<file path="config.mk">
export PLATFORM = sky130hd
export DESIGN_NAME = camera_line_select_threshold_pack_flat
export DESIGN_NICKNAME = d
export VERILOG_FILES = /design/src/hdl/cls_pkg.sv /design/src/hdl/cls_in_if.sv /design/src/hdl/cls_out_if.sv /design/src/hdl/cls_line_track.sv /design/src/hdl/cls_pair_pack.sv /design/src/hdl/camera_line_select_threshold_pack.sv /design/src/flat_wrapper.sv
export SDC_FILE = /design/constraint.sdc
export NUM_CORES = 1
export LEC_CHECK = 0
export BUFFER_PORTS_ARGS = -buffer_cell sky130_fd_sc_hd__buf_2
export CORE_MARGIN = 10
export CORE_UTILIZATION = 56
export DETAILED_ROUTE_END_ITERATION = 12
export PLACE_DENSITY = 0.76
export SYNTH_ARGS = -nofsm -noshare
export SYNTH_HDL_FRONTEND = slang
export SYNTH_HIERARCHICAL = 1
export SYNTH_SLANG_ARGS = --single-unit
export TNS_END_PERCENT = 20
</file>
<file path="constraint.sdc">
create_clock -name i_clk -period 8.7 [get_ports i_clk]
set_input_delay 0.87 -clock i_clk [delete_from_list [all_inputs] [get_ports i_clk]]
set_output_delay 0.87 -clock i_clk [all_outputs]
set_load 0.005 [all_outputs]
</file>
<file path="src/hdl/cls_pkg.sv">
`timescale 1ns / 1ps

package cls_pkg;

    // Field widths of the words on the two channels.
    localparam int ACTION_W = 2;
    localparam int PIXEL_W  = 8;
    localparam int PAIR_W   = 5;
    localparam int ROW_W    = 6;
    localparam int COL_W    = 6;
    localparam int POS_W    = 7;
    localparam int LINE_W   = 9;

    // Default geometry of the capture.
    localparam int DEF_ROWS = 40;
    localparam int DEF_COLS = 90;

    // Threshold after reset.
    localparam logic [PIXEL_W-1:0] THRESHOLD_RESET = 8'h60;

    // Event codes carried in the action field.
    localparam logic [ACTION_W-1:0] ACT_FRAME = 2'd0;
    localparam logic [ACTION_W-1:0] ACT_LINE  = 2'd1;
    localparam logic [ACTION_W-1:0] ACT_PIXEL = 2'd2;

    localparam logic [LINE_W-1:0] LINE_MAX = 9'd511;

    // Camera line numbers at which successive rows are captured.
    localparam int ROM_DEPTH = 61;
    localparam logic [LINE_W-1:0] LINE_ROM [ROM_DEPTH] = '{
        9'd16,  9'd29,  9'd41,  9'd52,  9'd62,  9'd71,  9'd79,  9'd86,  9'd92,  9'd98,
        9'd103, 9'd108, 9'd112, 9'd116, 9'd120, 9'd124, 9'd128, 9'd132, 9'd135, 9'd138,
        9'd141, 9'd144, 9'd147, 9'd150, 9'd153, 9'd156, 9'd159, 9'd162, 9'd165, 9'd168,
        9'd170, 9'd172, 9'd174, 9'd176, 9'd178, 9'd180, 9'd182, 9'd184, 9'd186, 9'd188,
        9'd190, 9'd192, 9'd194, 9'd196, 9'd198, 9'd200, 9'd202, 9'd204, 9'd206, 9'd208,
        9'd210, 9'd211, 9'd212, 9'd242, 9'd243, 9'd245, 9'd246, 9'd247, 9'd248, 9'd249,
        9'd250
    };

    // What the line tracker tells the pair packer about the current word.
    typedef struct packed {
        logic             take;    // pixel belongs to a captured row
        logic             hold;    // first pixel of a pair, keep its bit
        logic             odd;     // second pixel of a pair
        logic             last;    // final pair of the final row
        logic [ROW_W-1:0] row;
        logic [COL_W-1:0] col;
    } t_pix_ctl;

endpackage

</file>
<file path="src/hdl/cls_in_if.sv">
`timescale 1ns / 1ps

interface cls_in_if;
    logic                      valid;
    logic                      ready;
    logic [cls_pkg::ACTION_W-1:0] action;
    logic [cls_pkg::PIXEL_W-1:0]  pixel;

    modport source (output valid, output action, output pixel, input ready);
    modport sink   (input valid, input action, input pixel, output ready);
endinterface

</file>
<file path="src/hdl/cls_out_if.sv">
`timescale 1ns / 1ps

interface cls_out_if;
    logic                       valid;
    logic                       ready;
    logic [cls_pkg::PAIR_W-1:0] packed_pair;
    logic [cls_pkg::ROW_W-1:0]  row;
    logic [cls_pkg::COL_W-1:0]  pair_column;
    logic                       last_of_frame;

    modport source (output valid, output packed_pair, output row, output pair_column,
                    output last_of_frame, input ready);
    modport sink   (input valid, input packed_pair, input row, input pair_column,
                    input last_of_frame, output ready);
endinterface

</file>
<file path="src/hdl/cls_line_track.sv">
`timescale 1ns / 1ps

module cls_line_track #(
    parameter int ROWS = cls_pkg::DEF_ROWS,
    parameter int COLS = cls_pkg::DEF_COLS
) (
    input  logic                          i_clk,
    input  logic                          i_rst_n,
    input  logic                          i_step,
    input  logic [cls_pkg::ACTION_W-1:0]  i_action,
    output cls_pkg::t_pix_ctl             o_ctl
);
    import cls_pkg::*;

    logic [LINE_W-1:0] r_line, n_line;
    logic [ROW_W-1:0]  r_row, n_row;
    logic              r_active, n_active;
    logic [POS_W-1:0]  r_pos, n_pos;

    logic [ROW_W-1:0]  w_row_open;
    logic              w_select;
    logic              w_final;

    // Row index seen by a line start after any open row has been closed.
    assign w_row_open = r_active ? r_row + 1'b1 : r_row;
    assign w_select   = (w_row_open < ROW_W'(ROWS)) && (w_row_open < ROW_W'(ROM_DEPTH)) &&
                        (r_line == LINE_ROM[w_row_open]);
    assign w_final    = (r_pos == POS_W'(COLS - 1));

    always_comb begin
        o_ctl.take = (i_action == ACT_PIXEL) && r_active && (r_pos < POS_W'(COLS));
        o_ctl.odd  = r_pos[0];
        o_ctl.hold = !r_pos[0] && !w_final;
        o_ctl.last = w_final && (r_row == ROW_W'(ROWS - 1));
        o_ctl.row  = r_row;
        o_ctl.col  = r_pos[POS_W-1:1];
    end

    always_comb begin
        n_line   = r_line;
        n_row    = r_row;
        n_active = r_active;
        n_pos    = r_pos;
        unique case (i_action)
            ACT_FRAME: begin
                n_line   = '0;
                n_row    = '0;
                n_active = 1'b0;
                n_pos    = '0;
            end
            ACT_LINE: begin
                n_row    = w_row_open;
                n_active = w_select;
                n_pos    = '0;
                if (r_line < LINE_MAX) begin
                    n_line = r_line + 1'b1;
                end
            end
            ACT_PIXEL: begin
                if (o_ctl.take) begin
                    if (w_final) begin
                        n_active = 1'b0;
                        n_pos    = '0;
                        n_row    = r_row + 1'b1;
                    end else begin
                        n_pos = r_pos + 1'b1;
                    end
                end
            end
            default: begin
            end
        endcase
    end

    always_ff @(posedge i_clk) begin
        if (!i_rst_n) begin
            r_line   <= '0;
            r_row    <= '0;
            r_active <= 1'b0;
            r_pos    <= '0;
        end else if (i_step) begin
            r_line   <= n_line;
            r_row    <= n_row;
            r_active <= n_active;
            r_pos    <= n_pos;
        end
    end

    a_pos_in_row: assert property (@(posedge i_clk) disable iff (!i_rst_n)
        r_pos < POS_W'(COLS))
        else $error("pixel position ran past the row length");

    a_idle_pos_zero: assert property (@(posedge i_clk) disable iff (!i_rst_n)
        !r_active |-> r_pos == '0)
        else $error("pixel position not cleared outside a captured row");

    a_active_row_range: assert property (@(posedge i_clk) disable iff (!i_rst_n)
        r_active |-> r_row < ROW_W'(ROWS))
        else $error("captured row index beyond the row count");

endmodule

</file>
<file path="src/hdl/cls_pair_pack.sv">
`timescale 1ns / 1ps

module cls_pair_pack (
    input  logic                          i_clk,
    input  logic                          i_rst_n,
    input  logic                          i_cfg_we,
    input  logic [cls_pkg::PIXEL_W-1:0]   i_cfg_data,
    input  logic                          i_step,
    input  logic [cls_pkg::PIXEL_W-1:0]   i_pixel,
    input  cls_pkg::t_pix_ctl             i_ctl,
    output logic                          o_free,
    cls_out_if.source                     o_out
);
    import cls_pkg::*;

    logic [PIXEL_W-1:0] r_threshold;
    logic               r_held;
    logic               r_valid;
    logic [PAIR_W-1:0]  r_pair;
    logic [ROW_W-1:0]   r_row;
    logic [COL_W-1:0]   r_col;
    logic               r_last;

    logic w_dark;
    logic w_first;
    logic w_second;
    logic w_emit;

    assign w_dark   = i_pixel < r_threshold;
    assign w_first  = i_ctl.odd ? r_held : w_dark;
    assign w_second = i_ctl.odd ? w_dark : 1'b0;
    assign w_emit   = i_step && i_ctl.take && !i_ctl.hold;

    // The result register can take a new word when empty or being drained.
    assign o_free = !r_valid || o_out.ready;

    always_ff @(posedge i_clk) begin
        if (!i_rst_n) begin
            r_threshold <= THRESHOLD_RESET;
        end else if (i_cfg_we) begin
            r_threshold <= i_cfg_data;
        end
    end

    always_ff @(posedge i_clk) begin
        if (!i_rst_n) begin
            r_held <= 1'b0;
        end else if (i_step && i_ctl.take) begin
            r_held <= i_ctl.hold ? w_dark : 1'b0;
        end
    end

    always_ff @(posedge i_clk) begin
        if (!i_rst_n) begin
            r_valid <= 1'b0;
        end else if (w_emit) begin
            r_valid <= 1'b1;
        end else if (o_out.ready) begin
            r_valid <= 1'b0;
        end
    end

    always_ff @(posedge i_clk) begin
        if (w_emit) begin
            r_pair <= {w_first, 3'b000, w_second};
            r_row  <= i_ctl.row;
            r_col  <= i_ctl.col;
            r_last <= i_ctl.last;
        end
    end

    assign o_out.valid         = r_valid;
    assign o_out.packed_pair   = r_pair;
    assign o_out.row           = r_row;
    assign o_out.pair_column   = r_col;
    assign o_out.last_of_frame = r_last;

    a_emit_loads: assert property (@(posedge i_clk) disable iff (!i_rst_n)
        w_emit |=> r_valid)
        else $error("emitted pair did not reach the result register");

    a_no_overwrite: assert property (@(posedge i_clk) disable iff (!i_rst_n)
        i_step |-> o_free)
        else $error("word processed while the result register was blocked");

endmodule

</file>
<file path="src/hdl/camera_line_select_threshold_pack.sv">
`timescale 1ns / 1ps

// Channel   Dir  Handshake              Payload
// i_in      in   valid / ready          action[1:0], pixel[7:0]
// o_out     out  valid / ready          packed_pair[4:0], row[5:0], pair_column[5:0], last_of_frame
// cfg       in   i_cfg_we (write only)  i_cfg_data[7:0] = dark threshold
//
// Each word passes one input register and one result register. A pair word reaches o_out
// once its input word has been processed out of the input register, and not before.
// One word is taken every cycle when o_out is not stalled, since the result register can
// load while its current word is being taken. Reset is synchronous and active low; it clears
// the line and row counters and sets the threshold to 96. A stall on o_out fills the result
// register and then the input register, after which i_in.ready drops.

module camera_line_select_threshold_pack #(
    parameter int ROWS = cls_pkg::DEF_ROWS,
    parameter int COLS = cls_pkg::DEF_COLS
) (
    input  logic                        i_clk,
    input  logic                        i_rst_n,
    input  logic                        i_cfg_we,
    input  logic [cls_pkg::PIXEL_W-1:0] i_cfg_data,
    cls_in_if.sink                      i_in,
    cls_out_if.source                   o_out
);
    import cls_pkg::*;

    // Input register holding one camera word.
    logic                r_in_valid;
    logic [ACTION_W-1:0] r_action;
    logic [PIXEL_W-1:0]  r_pixel;

    // A word in the input register is processed when the result side has room.
    logic     w_out_free;
    logic     w_step;
    t_pix_ctl w_ctl;

    assign w_step     = r_in_valid && w_out_free;
    assign i_in.ready = !r_in_valid || w_step;

    always_ff @(posedge i_clk) begin
        if (!i_rst_n) begin
            r_in_valid <= 1'b0;
        end else if (i_in.ready) begin
            r_in_valid <= i_in.valid;
        end
    end

    always_ff @(posedge i_clk) begin
        if (i_in.valid && i_in.ready) begin
            r_action <= i_in.action;
            r_pixel  <= i_in.pixel;
        end
    end

    // Frame and line counting, row selection and pixel position.
    cls_line_track #(
        .ROWS (ROWS),
        .COLS (COLS)
    ) u_track (
        .i_clk    (i_clk),
        .i_rst_n  (i_rst_n),
        .i_step   (w_step),
        .i_action (r_action),
        .o_ctl    (w_ctl)
    );

    // Thresholding, pair packing and the result register.
    cls_pair_pack u_pack (
        .i_clk      (i_clk),
        .i_rst_n    (i_rst_n),
        .i_cfg_we   (i_cfg_we),
        .i_cfg_data (i_cfg_data),
        .i_step     (w_step),
        .i_pixel    (r_pixel),
        .i_ctl      (w_ctl),
        .o_free     (w_out_free),
        .o_out      (o_out)
    );

    // A stalled word must stay in the input register until processed.
    a_in_held: assert property (@(posedge i_clk) disable iff (!i_rst_n)
        r_in_valid && !w_step |=> r_in_valid)
        else $error("input word dropped while stalled");

endmodule

</file>
<file path="src/flat_wrapper.sv">
// flat-port wrapper written by rule: the top's interface ports become plain ports
module camera_line_select_threshold_pack_flat import cls_pkg::*;
#(
    parameter int ROWS = cls_pkg::DEF_ROWS,
    parameter int COLS = cls_pkg::DEF_COLS
)
  (i_clk, i_rst_n, i_cfg_we, i_cfg_data, i_in_valid, i_in_action, i_in_pixel, i_in_ready, o_out_valid, o_out_packed_pair, o_out_row, o_out_pair_column, o_out_last_of_frame, o_out_ready);
  cls_in_if i_in_i ();
  cls_out_if o_out_i ();
  input  logic i_clk;
  input  logic i_rst_n;
  input  logic i_cfg_we;
  input  logic [cls_pkg::PIXEL_W-1:0] i_cfg_data;
  input wire logic [$bits(i_in_i.valid)-1:0] i_in_valid;
  input wire logic [$bits(i_in_i.action)-1:0] i_in_action;
  input wire logic [$bits(i_in_i.pixel)-1:0] i_in_pixel;
  output wire logic [$bits(i_in_i.ready)-1:0] i_in_ready;
  output wire logic [$bits(o_out_i.valid)-1:0] o_out_valid;
  output wire logic [$bits(o_out_i.packed_pair)-1:0] o_out_packed_pair;
  output wire logic [$bits(o_out_i.row)-1:0] o_out_row;
  output wire logic [$bits(o_out_i.pair_column)-1:0] o_out_pair_column;
  output wire logic [$bits(o_out_i.last_of_frame)-1:0] o_out_last_of_frame;
  input wire logic [$bits(o_out_i.ready)-1:0] o_out_ready;
  assign i_in_i.valid = i_in_valid;
  assign i_in_i.action = i_in_action;
  assign i_in_i.pixel = i_in_pixel;
  assign i_in_ready = i_in_i.ready;
  assign o_out_valid = o_out_i.valid;
  assign o_out_packed_pair = o_out_i.packed_pair;
  assign o_out_row = o_out_i.row;
  assign o_out_pair_column = o_out_i.pair_column;
  assign o_out_last_of_frame = o_out_i.last_of_frame;
  assign o_out_i.ready = o_out_ready;
  camera_line_select_threshold_pack #(.ROWS(ROWS), .COLS(COLS)) u_core (.i_clk(i_clk), .i_rst_n(i_rst_n), .i_cfg_we(i_cfg_we), .i_cfg_data(i_cfg_data), .i_in(i_in_i), .o_out(o_out_i));
endmodule
</file>
==> results by group, run 1 <==
Cells and area
  • Final nets: about 470
  • N_diodes: 0
  • P&R area growth vs syn: 11.3%
  • Multi-input gate area: slightly above 2000 um2
  • # fillers: between 500 and 600
  • Layout cells sized above 1: a little under a fifth
  • Register Area: between 1000 and 1500 um2
  • Layout Cell Area excl Fill: slightly above 4000 um2

Min path
  • Hold Path Sink: u_core/u_pack/r_threshold[6]
  • Hold Startpoint: u_core/u_pack/r_threshold[6]
  • Worst hold path depth: 2
  • Worst hold path class: flop to flop

Route
  • DRT antenna net count: 0
  • Initial detailed-routing violation count: 237
  • Via count: slightly above 3000
  • Drt pass-1 iters: 5
  • Top routing layer used: met4
  • Number of remaining DRC errors: 0
  • Total length of routed met2 wires: just over 4000 um
  • Met1 wire length: 3730 um
  • Final WL: about 8400 um
  • Met3 WL: 487 um
  • Vias per cell: around 6.1
  • WL/cell: between 15 and 20 um

Floorplan
  • Die area: roughly 10000 um2
  • Chip Width: roughly 100 um
  • CORE AREA: roughly 6300 um2
  • Ports: 43
  • Die Y-Extent: just over 100 um
  • Initial Util: a little under three fifths
  • Std-Cell Rows: 29

Pwr
  • Pwr dens: roughly 150 nW/um2
  • Gate power share: between 7 and 8%
  • Sw frac: 23.2%
  • Leak: about 1.6 nW
  • Peak supply drop: about 0.13 mV
  • Net switching power: ~140 uW
  • Int Pwr: around 480 uW
  • Clock power share: between 40 and 50%
  • Reg power frac: 48.1%

STA
  • Hold WS: between 0.5 and 0.6 ns
  • Fmax: 0.288 GHz
  • RSZ-0062 raised after global routing: false
  • Max-slew violations: 0
  • Fin. Hold Viols: 0
  • Slew margin rel.: ~30%
  • Setup TNS Final: 0 ns
  • Period utilization: roughly 40%
  • Worst slew pin tran: 1.05 ns
  • Final setup violation count: 0
  • Clock skew: a little over 0.009 ns
  • Tmin final: roughly 3.5 ns

Clocking
  • Hold-fix buffers, CTS: 0
  • PostCTS Resize Cnt: 0
  • H-tree levels: 3
  • Total CTS buffers: 9
  • Clock tree from TritonCTS: yes
  • Clock slew at reported path FFs: 0.07 ns
  • Post-CTS setup buffers: 0
  • Clk sinks: just under 60
  • Root buf cell: clkbuf_8
  • Clock tree buffer depth: 2
  • Clk Latency, worst-skew pair: 0.33 ns

Synthesis
  • Post-synthesis area per instance: ~9.3 um2
  • Prevailing post-synth register cell: dfxtp_1
  • Area contributors post-synth: edfxtp_1 21%, dfxtp_1 19%, ha_1 7.9%
  • Commonest cells post-synth: 34 x dfxtp_1, 34 x nor2_1, 26 x nand2_1, 25 x edfxtp_1
  • Sequential share of the synthesized area: 39.2%
  • Synthesized area: roughly 3700 um2
  • Mapped Cells: just under 400
  • Share of synthesized registers carrying an async set or reset: 0%
  • Yosys Warn Count: 6
  • Flop and latch count out of synthesis: 59
  • Post-synth EDFFs: 25
  • Biggest area consumer among synthesized cells: edfxtp_1
  • Cell variety after synth: ~70
  • Synth top area share: around a fifth

Setup path
  • Critical path required time: just under 9 ns
  • Arr. time, crit path: approximately 3.7 ns
  • Worst Setup Path Type: flop to flop
  • CP Launch Type: flop
  • Worst reg-to-reg setup slack: 5.23 ns
  • Top delay family on crit path: compound AO/OA/AOI/OAI gates
  • Worst reg2reg path startpoint: u_core/u_track/r_row[0]
  • R2r endpoint: u_core/u_track/r_active
  • Worst R2R Path Depth: 9
  • Crit path cell chain: ha_1 > nand4_1 > xnor2_1 > o21a_1 > o21ai_0 > a41o_2 > nor4_2 > nand4_1 > o31ai_1
  • Slowest Stage Delay on Critical Path: a little under 0.9 ns
  • Worst path bufs/invs: 0
  • Setup crit end kind: flop
  • Slowest stage cell, crit path: xnor2_1
  • Crit path top cell by count: nand4_1
  • Crit Path Max Fanout: 14

Global routing
  • Largest net degree at the start of global routing: 26
  • Via count of the first global-routing pass: 2742
  • GRT overflow: 0
  • First-pass GRT wire length: around 13000 um
  • Tot GR Track Use: between 15 and 20%
  • Initial antenna violation count: 0

Placed design
  • Area after DPL: roughly 3800 um2
  • Port bufs: 39
  • GPL Wtd Cong: 0.912
  • Post-DP HPWL: a little under 6000 um

Run
  • Max_cap viols: 0

Run status
  • Result of the run: finished, final reports clean
-- per-stage QoR --
stage	power, mW	cells	setup WS [ns]	utilization [%]
2_1_floorplan	0.337	395	5.84	-
3_3_place_gp	0.348	491	5.45	60.5
3_5_place_dp	0.350	491	5.36	60.5
4_1_cts	0.628	507	5.34	64.0
5_1_grt	0.645	507	4.99	64.0
6_report	0.622	507	5.23	64.0
-- placed cells by master, fill, tap and decap left out, drive strengths merged, types with 4 or more instances in the layout --
cell     n
a211oi   6
a21oi   20
a311oi   5
a31oi    9
and2     6
and3     5
buf     41
clkbuf   9
clkinv   4
dfxtp   34
edfxtp  25
ha      23
inv     24
mux2i    9
nand2   26
nand2b   6
nand3   12
nand4   10
nor2    35
nor2b    9
nor3    11
nor3b    4
o211ai   7
o21ai   13
or3      6
xnor2    9
xor2     8
-- how the worst max path moves through the flow --
stage	from	to	cells past startpoint
after floorplan	u_core/u_track/r_row[0]	u_core/u_track/r_active	10
after global placement	u_core/u_track/r_row[0]	u_core/u_track/r_active	9
after detailed placement	u_core/u_track/r_row[0]	u_core/u_track/r_active	9
after CTS	u_core/u_track/r_row[0]	u_core/u_track/r_active	9
after global routing	u_core/u_track/r_row[0]	u_core/u_track/r_active	9
final	u_core/u_track/r_row[0]	u_core/u_track/r_active	9
-- worst register-to-register path: stages, from the launching register on --
cell	delay, ns
dfxtp_1	0.50
ha_1	0.39
nand4_1	0.23
xnor2_1	0.88
o21a_1	0.22
o21ai_0	0.10
a41o_2	0.34
nor4_2	0.32
nand4_1	0.13
o31ai_1	0.27
-- sequential cells by signal, indices dropped and copies added (netlist names), 2 cells and up --
name	count
u_core/u_track/r_row	6
u_core/u_track/r_pos	7
u_core/r_pixel	8
u_core/u_track/r_line	9
u_core/u_pack/r_threshold	8
u_core/u_pack/o_out.packed_pair	2
u_core/u_pack/o_out.row	6
u_core/u_pack/o_out.pair_column	6
u_core/r_action	2
-- final cells by class --
class                           instances  area share (%)
Clock buffer                            9            3.05
Clock inverter                          7            2.46
Inverter                               23            2.12
Multi-Input combinational cell        291            49.6
Sequential cell                        59            35.2
Tap cell                               77            2.37
Timing Repair Buffer                   41            5.17
-- per-layer routing --
layer / global-route usage (%) / vias to the layer above
li1: - / 1514
met5: 0 / -
met3: 3.84 / 10
met2: 25.6 / 102
met1: 20.9 / 1460
met4: 5.33 / 0
-- power by group through the flow --
stage / logic (mW) / clock network (mW) / registers, mW
after floorplan: 0.0327 / 0 / 0.304
after global placement: 0.0434 / 0 / 0.305
after detailed placement: 0.0447 / 0 / 0.305
after CTS: 0.0451 / 0.284 / 0.299
after global routing: 0.0504 / 0.295 / 0.300
final: 0.0452 / 0.278 / 0.299
-- kinds of logic (layout without fill, tap and decap cells) --
family | count (synthesis) | in the layout | share of synthesized area [%]
XOR/XNOR | 17 | 17 | 4.48
flip-flops | 59 | 59 | 39.2
buffers and inverters | 45 | 80 | 5.82
multiplexers | 12 | 12 | 3.39
AND/OR/NAND/NOR | 140 | 140 | 20.2
AO/OA/AOI/OAI | 96 | 96 | 19.0
adder cells (fa/ha/maj) | 23 | 23 | 7.87
other | 1 | 3 | 0.103
Note: power is estimated with default switching activity, not from simulation.
==> run 2: changes to the inputs <==
--- a/config.mk
+++ b/config.mk
@@ -5,6 +5,7 @@
 export SDC_FILE = /design/constraint.sdc
 export NUM_CORES = 1
 export LEC_CHECK = 0
+export ABC_AREA = 1
 export BUFFER_PORTS_ARGS = -buffer_cell sky130_fd_sc_hd__buf_2
 export CORE_MARGIN = 10
 export CORE_UTILIZATION = 56
==> constraint.sdc (replaced) <==
create_clock -name i_clk -period 3.6 [get_ports i_clk]
set_input_delay 0.36 -clock i_clk [delete_from_list [all_inputs] [get_ports i_clk]]
set_output_delay 0.36 -clock i_clk [all_outputs]
set_load 0.005 [all_outputs]
==> run 2 against run 1 <==
Total power rose by 130%. Count of clock-buffer cells in the layout rose by 6. Critical path type unchanged. Non-clock buffer count did not move. Via count rose by 10%. Largest power group unchanged. Critical path depth rose by 7. Largest cell class unchanged. Highest routed layer unchanged. Final cell count rose by 24%.
==> results by group, run 2 <==
Synthesis
  • Cell variety after synth: 31 (-57%)
  • Area contributors post-synth: edfxtp_1 21%, dfxtp_1 19%, nand2_1 15%
  • Mapped Cells: 506 (+29%)
  • Prevailing post-synth register cell: dfxtp_1
  • Share of synthesized registers carrying an async set or reset: 0% (unchanged)
  • Yosys Warn Count: 6 (unchanged)
  • Commonest cells post-synth: 142 x nand2_1, 64 x inv_1, 57 x nand3_1, 45 x nor2_1, 34 x dfxtp_1
  • Post-synth EDFFs: 25 (unchanged)
  • Synth top area share: 20.5% (-0.028 points)
  • Sequential share of the synthesized area: 39.1% (-0.054 points)
  • Synthesized area: 3660 um2 (+0.14%)
  • Flop and latch count out of synthesis: 59 (unchanged)
  • Post-synthesis area per instance: 7.23 um2 (-22%)
  • Biggest area consumer among synthesized cells: edfxtp_1
  • Count leader, synth: nand2_1

STA
  • Slew margin rel.: 34.9% (+5.2 points)
  • Clock skew: 0.00674 ns (-0.00244 ns)
  • Final setup violation count: 0 (unchanged)
  • Period utilization: 78.6% (+39 points)
  • Fin. Hold Viols: 0 (unchanged)
  • Worst slew pin tran: 0.976 ns (-0.0704 ns)
  • Hold WS: 0.195 ns (-0.306 ns)
  • RSZ-0062 raised after global routing: false
  • Tmin final: 2.83 ns (-0.644 ns)
  • Fmax: 0.354 GHz (+23%)
  • Setup TNS Final: 0 ns (unchanged)
  • Max-slew violations: 0 (unchanged)

Route
  • WL/cell: 13.3 um (-20%)
  • Via count: 3404 (+10%)
  • DRT antenna net count: 0 (unchanged)
  • Initial detailed-routing violation count: 278 (+17%)
  • Number of remaining DRC errors: 0 (unchanged)
  • Drt pass-1 iters: 5 (unchanged)
  • Vias per cell: 5.42 (-11%)
  • Final WL: 8330 um (-0.86%)

Global routing
  • Largest net degree at the start of global routing: 18 (-31%)
  • First-pass GRT wire length: 14200 um (+5.6%)
  • Initial antenna violation count: 0 (unchanged)
  • Via count of the first global-routing pass: 3213 (+17%)
  • GRT overflow: 0 (unchanged)
  • Tot GR Track Use: 16.9% (+0.76 points)

Pwr
  • Leak: 1.88 nW (+18%)
  • Gate power share: 7.4% (about the same)
  • Peak supply drop: 0.289 mV (+120%)
  • Net switching power: 325 uW (+120%)
  • Pwr dens: 352 nW/um2 (+130%)
  • Clock power share: 41.8% (-2.9 points)
  • Reg power frac: 50.8% (+2.7 points)
  • Sw frac: 22.8% (-0.43 points)
  • Total Power: 1.43 mW (+130%)
  • Int Pwr: 1.10 mW (+130%)

Floorplan
  • Die Y-Extent: 101 um (about the same)
  • Std-Cell Rows: 29 (unchanged)
  • Die area: 10200 um2 (+0.11%)
  • CORE AREA: 6350 um2 (unchanged)
  • Ports: 43 (unchanged)
  • Chip Width: 101 um (about the same)
  • Initial Util: 57.6% (+0.079 points)

Placed design
  • GPL Wtd Cong: 0.887 (-2.7%)
  • Port bufs: 39 (unchanged)
  • Post-DP HPWL: 6250 um (+4.8%)
  • # placed instances: 612 (+25%)

Cells and area
  • P&R area growth vs syn: 10.8%
  • Commonest non-fill, non-tap cells in the layout: 142 x nand2_1, 64 x inv_1, 57 x nand3_1
  • Most common cell after layout, fill and taps aside: nand2_1
  • # fillers: 582 (+10%)
  • Layout cells sized above 1: 13.6% (-5.0 points)
  • Largest registers: u_core/u_track/r_line x9, u_core/r_pixel x8, u_core/u_pack/r_threshold x8
  • N_diodes: 0 (unchanged)
  • Max reg flops: 9 (unchanged)
  • Non-filler cells in the finished layout: 628 (+24%)
  • Most flops, register: u_core/u_track/r_line
  • Final nets: 592 (+26%)

Run status
  • Result of the run: finished, final reports clean

Clocking
  • Hold-fix buffers, CTS: 0 (unchanged)
  • Clock tree from TritonCTS: yes
  • PostCTS Resize Cnt: 0 (unchanged)
  • Clock tree buffer depth: 2 (unchanged)
  • Clk Latency, worst-skew pair: 0.34 ns (about the same)
  • Post-CTS setup buffers: 0 (unchanged)
  • Total CTS buffers: 9 (unchanged)
  • Clk sinks: 59 (unchanged)
  • Clock slew at reported path FFs: 0.06 ns (about the same)
  • H-tree levels: 3 (unchanged)
  • Root buf cell: clkbuf_8

Setup path
  • R2r endpoint: u_core/u_track/r_active
  • Critical path required time: 3.88 ns (-5.06 ns)
  • CP Launch Type: flop
  • Worst reg-to-reg setup slack: 0.77 ns (-4.46 ns)
  • Setup crit end kind: flop
  • Setup crit start: u_core/u_track/r_active
  • Worst reg2reg path startpoint: u_core/u_track/r_active
  • Worst Setup Path Type: flop to flop
  • Worst R2R Path Depth: 16 (+7)
  • Crit Path Max Fanout: 14 (unchanged)
  • Arr. time, crit path: 3.11 ns (-0.60 ns)

Min path
  • Worst hold path class: input port to flop
  • Worst hold path depth: 1 (-1)
  • Hold Startpoint: i_in_pixel[3]
  • Hold Path Sink: u_core/r_pixel[3]

Run
  • Max_cap viols: 0 (unchanged)
## run 2: how the worst max path moves through the flow
| stage | to |
|---|---|
| final | u_core/u_track/r_active |
| after global routing | u_core/u_track/r_active |
| after CTS | u_core/u_track/r_active |
| after detailed placement | u_core/u_track/r_active |
| after global placement | u_core/u_track/r_active |
| after floorplan | u_core/u_track/r_active |
## run 2: worst max-delay path: stages, from the launching register on
cell,delay [ns]
dfxtp_1,0.68
xor2_1,0.48
inv_2,0.18
ha_1,0.33
inv_1,0.16
nand2_1,0.12
nand2_1,0.09
nand2_1,0.04
nand3_1,0.08
nand2_1,0.08
nand2_1,0.10
nand2_1,0.07
nand2_1,0.05
nand2_1,0.05
nor2_1,0.09
nand2_1,0.07
a21oi_2,0.10
## run 2: area by class of cell
| type | count | area [um2] | share of cell area [%] |
|---|---|---|---|
| well taps | 77 | 96.3 | 2.38 |
| flip-flops and latches | 59 | 1430 | 35.3 |
| repair buffers | 41 | 210 | 5.18 |
| clock inverters | 1 | 3.75 | 0.0926 |
| inverters | 65 | 244 | 6.02 |
| clock buffers | 15 | 198 | 4.88 |
| multi-input cells | 370 | 1870 | 46.2 |
## run 2: routing by layer
layer / global-route usage (%) / vias to the layer above / share of wire, %
li1: - / 1719 / -
met1: 20.9 / 1548 / 43
met2: 26.7 / 121 / 46
met3: 4.87 / 16 / 9.1
met4: 7.17 / 0 / 1.6
met5: 0 / - / 0
## run 2: cell families (layout without fill, tap and decap cells)
logic type,after synthesis,in the layout,synth area share (%)
simple gates,280,280,33.1
buf+inv,79,122,9.95
compound gates,61,61,9.20
flops,59,59,39.1
fa+ha+maj,23,23,7.86
xor+xnor,3,3,0.718
other cells,1,3,0.102
## run 2: power groups by stage
stage | logic [mW] | registers (mW) | clock network [mW]
6_report | 0.106 | 0.724 | 0.596
5_1_grt | 0.123 | 0.726 | 0.640
4_1_cts | 0.106 | 0.724 | 0.606
2_1_floorplan | 0.0756 | 0.736 | 0
3_3_place_gp | 0.102 | 0.738 | 0
3_5_place_dp | 0.104 | 0.739 | 0
## run 2: through the flow
| step | utilization, % | area, um2 | setup WS [ns] |
|---|---|---|---|
| after floorplan | - | 3670 | 1.38 |
| after global placement | 60.7 | 3850 | 0.882 |
| after detailed placement | 60.7 | 3850 | 0.810 |
| after CTS | 63.9 | 4060 | 0.796 |
| after global routing | 63.9 | 4060 | 0.526 |
| final | 63.9 | 4060 | 0.772 |
==> run 3: changes to the inputs <==
--- a/config.mk
+++ b/config.mk
@@ -5,7 +5,7 @@
 export SDC_FILE = /design/constraint.sdc
 export NUM_CORES = 1
 export LEC_CHECK = 0
-export ABC_AREA = 1
+export ABC_AREA = 0
 export BUFFER_PORTS_ARGS = -buffer_cell sky130_fd_sc_hd__buf_2
 export CORE_MARGIN = 10
 export CORE_UTILIZATION = 56
==> constraint.sdc (replaced) <==
create_clock -name i_clk -period 2.8 [get_ports i_clk]
set_input_delay 0.28 -clock i_clk [delete_from_list [all_inputs] [get_ports i_clk]]
set_output_delay 0.28 -clock i_clk [all_outputs]
set_load 0.005 [all_outputs]
==> run 3 against run 2 <==
Sequential power grew 28%. First-iteration DRC count shrank 11%. Non-clock buffer count grew 31. Register-to-register slack lost 0.60 ns. Critical path depth shrank 6. Largest cell class unchanged.
==> results by group, run 3 (synthesis gave the netlist of run 1 again) <==
Min path
  • Worst hold path class: input port to flop
  • Worst hold path depth: 1 (unchanged)

Clocking
  • Root buf cell: clkbuf_8
  • Clk sinks: 59 (unchanged)
  • H-tree levels: 3 (unchanged)
  • Clk Latency, worst-skew pair: 0.34 ns (about the same)
  • Total CTS buffers: 9 (unchanged)
  • Clock slew at reported path FFs: 0.06 ns (about the same)
  • Clock tree buffer depth: 2 (unchanged)
  • Clock tree from TritonCTS: yes
  • Hold-fix buffers, CTS: 0 (unchanged)

STA
  • Clock skew: 0.0104 ns (+0.00370 ns)
  • Slew margin rel.: 60.9% (+26 points)
  • Max-slew violations: 0 (unchanged)
  • Tmin final: 2.63 ns (-0.200 ns)
  • RSZ-0062 raised after global routing: false
  • Final setup violation count: 0 (unchanged)
  • Period utilization: 93.9% (+15 points)
  • Worst slew pin tran: 0.581 ns (-0.396 ns)
  • Hold WS: 0.119 ns (-0.0764 ns)
  • Setup TNS Final: 0 ns (unchanged)
  • Fin. Hold Viols: 0 (unchanged)
  • Fmax: 0.381 GHz (+7.6%)

Placed design
  • GPL Wtd Cong: 0.955 (+7.7%)
  • Post-DP HPWL: 6460 um (+3.4%)
  • Port bufs: 39 (unchanged)

Setup path
  • Critical path required time: 3.05 ns (-0.83 ns)
  • Setup crit end kind: flop
  • Crit path cell chain: buf_4 > nand4_1 > xnor2_2 > buf_4 > nor2_1 > or3_1 > a311oi_1 > or3_1 > o211ai_1 > o31ai_1
  • Worst Setup Path Type: flop to flop
  • Worst R2R Path Depth: 10 (-6)
  • Slowest stage cell, crit path: dfxtp_1
  • Arr. time, crit path: 2.87 ns (-0.24 ns)
  • Crit Path Max Fanout: 8 (-6)
  • CP Launch Type: flop
  • Slowest Stage Delay on Critical Path: 0.40 ns (-0.28 ns)

Cells and area
  • Max reg flops: 9 (unchanged)
  • Layout cells sized above 1: 26.0% (+12 points)
  • N_diodes: 0 (unchanged)
  • Most flops, register: u_core/u_track/r_line
  • Largest registers: u_core/u_track/r_line x9, u_core/r_pixel x8, u_core/u_pack/r_threshold x8
  • Final nets: 502 (-15%)
  • P&R area growth vs syn: 20.1%
  • # fillers: 465 (-20%)
  • Multi-input gate area: 2100 um2 (+12%)
  • Most common cell after layout, fill and taps aside: buf_2
  • Register Area: 1430 um2 (+0.18%)
  • Commonest non-fill, non-tap cells in the layout: 39 x buf_2, 34 x nor2_1, 32 x buf_4, 32 x dfxtp_1, 26 x nand2_1

Pwr
  • Int Pwr: 1.50 mW (+37%)
  • Net switching power: 429 uW (+32%)
  • Reg power frac: 48.1% (-2.7 points)
  • Leak: 1.76 nW (-6.4%)
  • Clock power share: 44.3% (+2.5 points)
  • Pwr dens: 440 nW/um2 (+25%)
  • Sw frac: 22.2% (-0.62 points)
  • Gate power share: 7.6% (+0.2 points)
  • Peak supply drop: 0.376 mV (+30%)

Route
  • Number of remaining DRC errors: 0 (unchanged)
  • WL/cell: 16.3 um (+23%)
  • Initial detailed-routing violation count: 248 (-11%)
  • Final WL: 8760 um (+5.2%)
  • Via count: 3167 (-7.0%)
  • Vias per cell: 5.89 (+8.6%)
  • Drt pass-1 iters: 5 (unchanged)
  • DRT antenna net count: 0 (unchanged)

Global routing
  • Initial antenna violation count: 0 (unchanged)
  • Largest net degree at the start of global routing: 26 (+8)
  • Via count of the first global-routing pass: 3045 (-5.2%)
  • Tot GR Track Use: 17.0% (+0.12 points)
  • First-pass GRT wire length: 14300 um (+0.30%)
  • GRT overflow: 0 (unchanged)

Floorplan
  • Die Y-Extent: 101 um (about the same)
  • CORE AREA: 6350 um2 (unchanged)
  • Chip Width: 101 um (about the same)
  • Std-Cell Rows: 29 (unchanged)
  • Initial Util: 57.6% (-0.079 points)
  • Ports: 43 (unchanged)
  • Die area: 10200 um2 (-0.11%)

Run status
  • Result of the run: finished, final reports clean

Run
  • Max_cap viols: 0 (unchanged)
-- run 3: changes by cell type in the layout (fill, tap and decap cells not counted), moves of 11 or more --
cell	before	now
nor2_1	45	34
nand2_2	11	0
buf_4	2	32
inv_1	64	22
o21ai_0	22	11
nand3_1	57	12
nand2_1	142	26
-- run 3: repair_timing --
item | CTS | global route
resized for setup | 2 | 13
buffers inserted | 0 | 3
setup endpoints to repair | 1 | 1
pin swaps | 0 | 8
-- run 3: final timing paths --
check,from,endpoint,slack (ns)
worst max-delay path,u_core/u_track/r_active,u_core/u_track/r_active,0.17
worst max register to register,u_core/u_track/r_active,u_core/u_track/r_active,0.17
worst min register to register,u_core/u_pack/r_threshold[5],u_core/u_pack/r_threshold[5],0.49
worst min-delay path,i_in_pixel[2],u_core/r_pixel[2],0.12
-- run 3: routing by layer --
layer | up-vias | part of all wire [%] | track usage, %
met5 | - | 0 | 0
met3 | 8 | 6.2 | 4.18
met1 | 1492 | 43 | 21.0
met4 | 0 | 0.89 | 4.78
li1 | 1565 | - | -
met2 | 102 | 50 | 28.6
-- run 3: cell type report --
type,count,share of cell area (%)
well taps,77,2.19
multi-input cells,291,47.7
inverters,23,2.02
clock buffers,11,3.22
repair buffers,72,10.4
flip-flops and latches,59,32.7
clock inverters,5,1.77
-- run 3: power groups by stage --
stage / logic, mW / clock network (mW) / registers (mW)
4_1_cts: 0.146 / 0.859 / 0.929
6_report: 0.148 / 0.856 / 0.929
2_1_floorplan: 0.101 / 0 / 0.945
3_3_place_gp: 0.140 / 0 / 0.947
5_1_grt: 0.165 / 0.898 / 0.931
3_5_place_dp: 0.144 / 0 / 0.948
-- run 3: stage by stage --
step	util, %	total power [mW]	cell area, um2	cells	setup WS (ns)
detailed placement	64.2	1.09	4080	520	-0.0479
global placement	64.2	1.09	4080	520	0.0439
floorplan	-	1.05	3660	395	0.00571
CTS	67.7	1.93	4300	536	0.00675
finish	69.1	1.93	4390	538	0.172
global route	69.1	1.99	4390	538	0.0000857
-- run 3: critical path: cells and delay by family (launching register included) --
| family | cells | cell delay [ns] |
|---|---|---|
| and+or+nand+nor | 4 | 0.74 |
| xor gates and xnor gates | 1 | 0.34 |
| AOI/OAI and AO/OA | 3 | 0.70 |
| buffers and inverters | 2 | 0.36 |
| DFF | 1 | 0.40 |
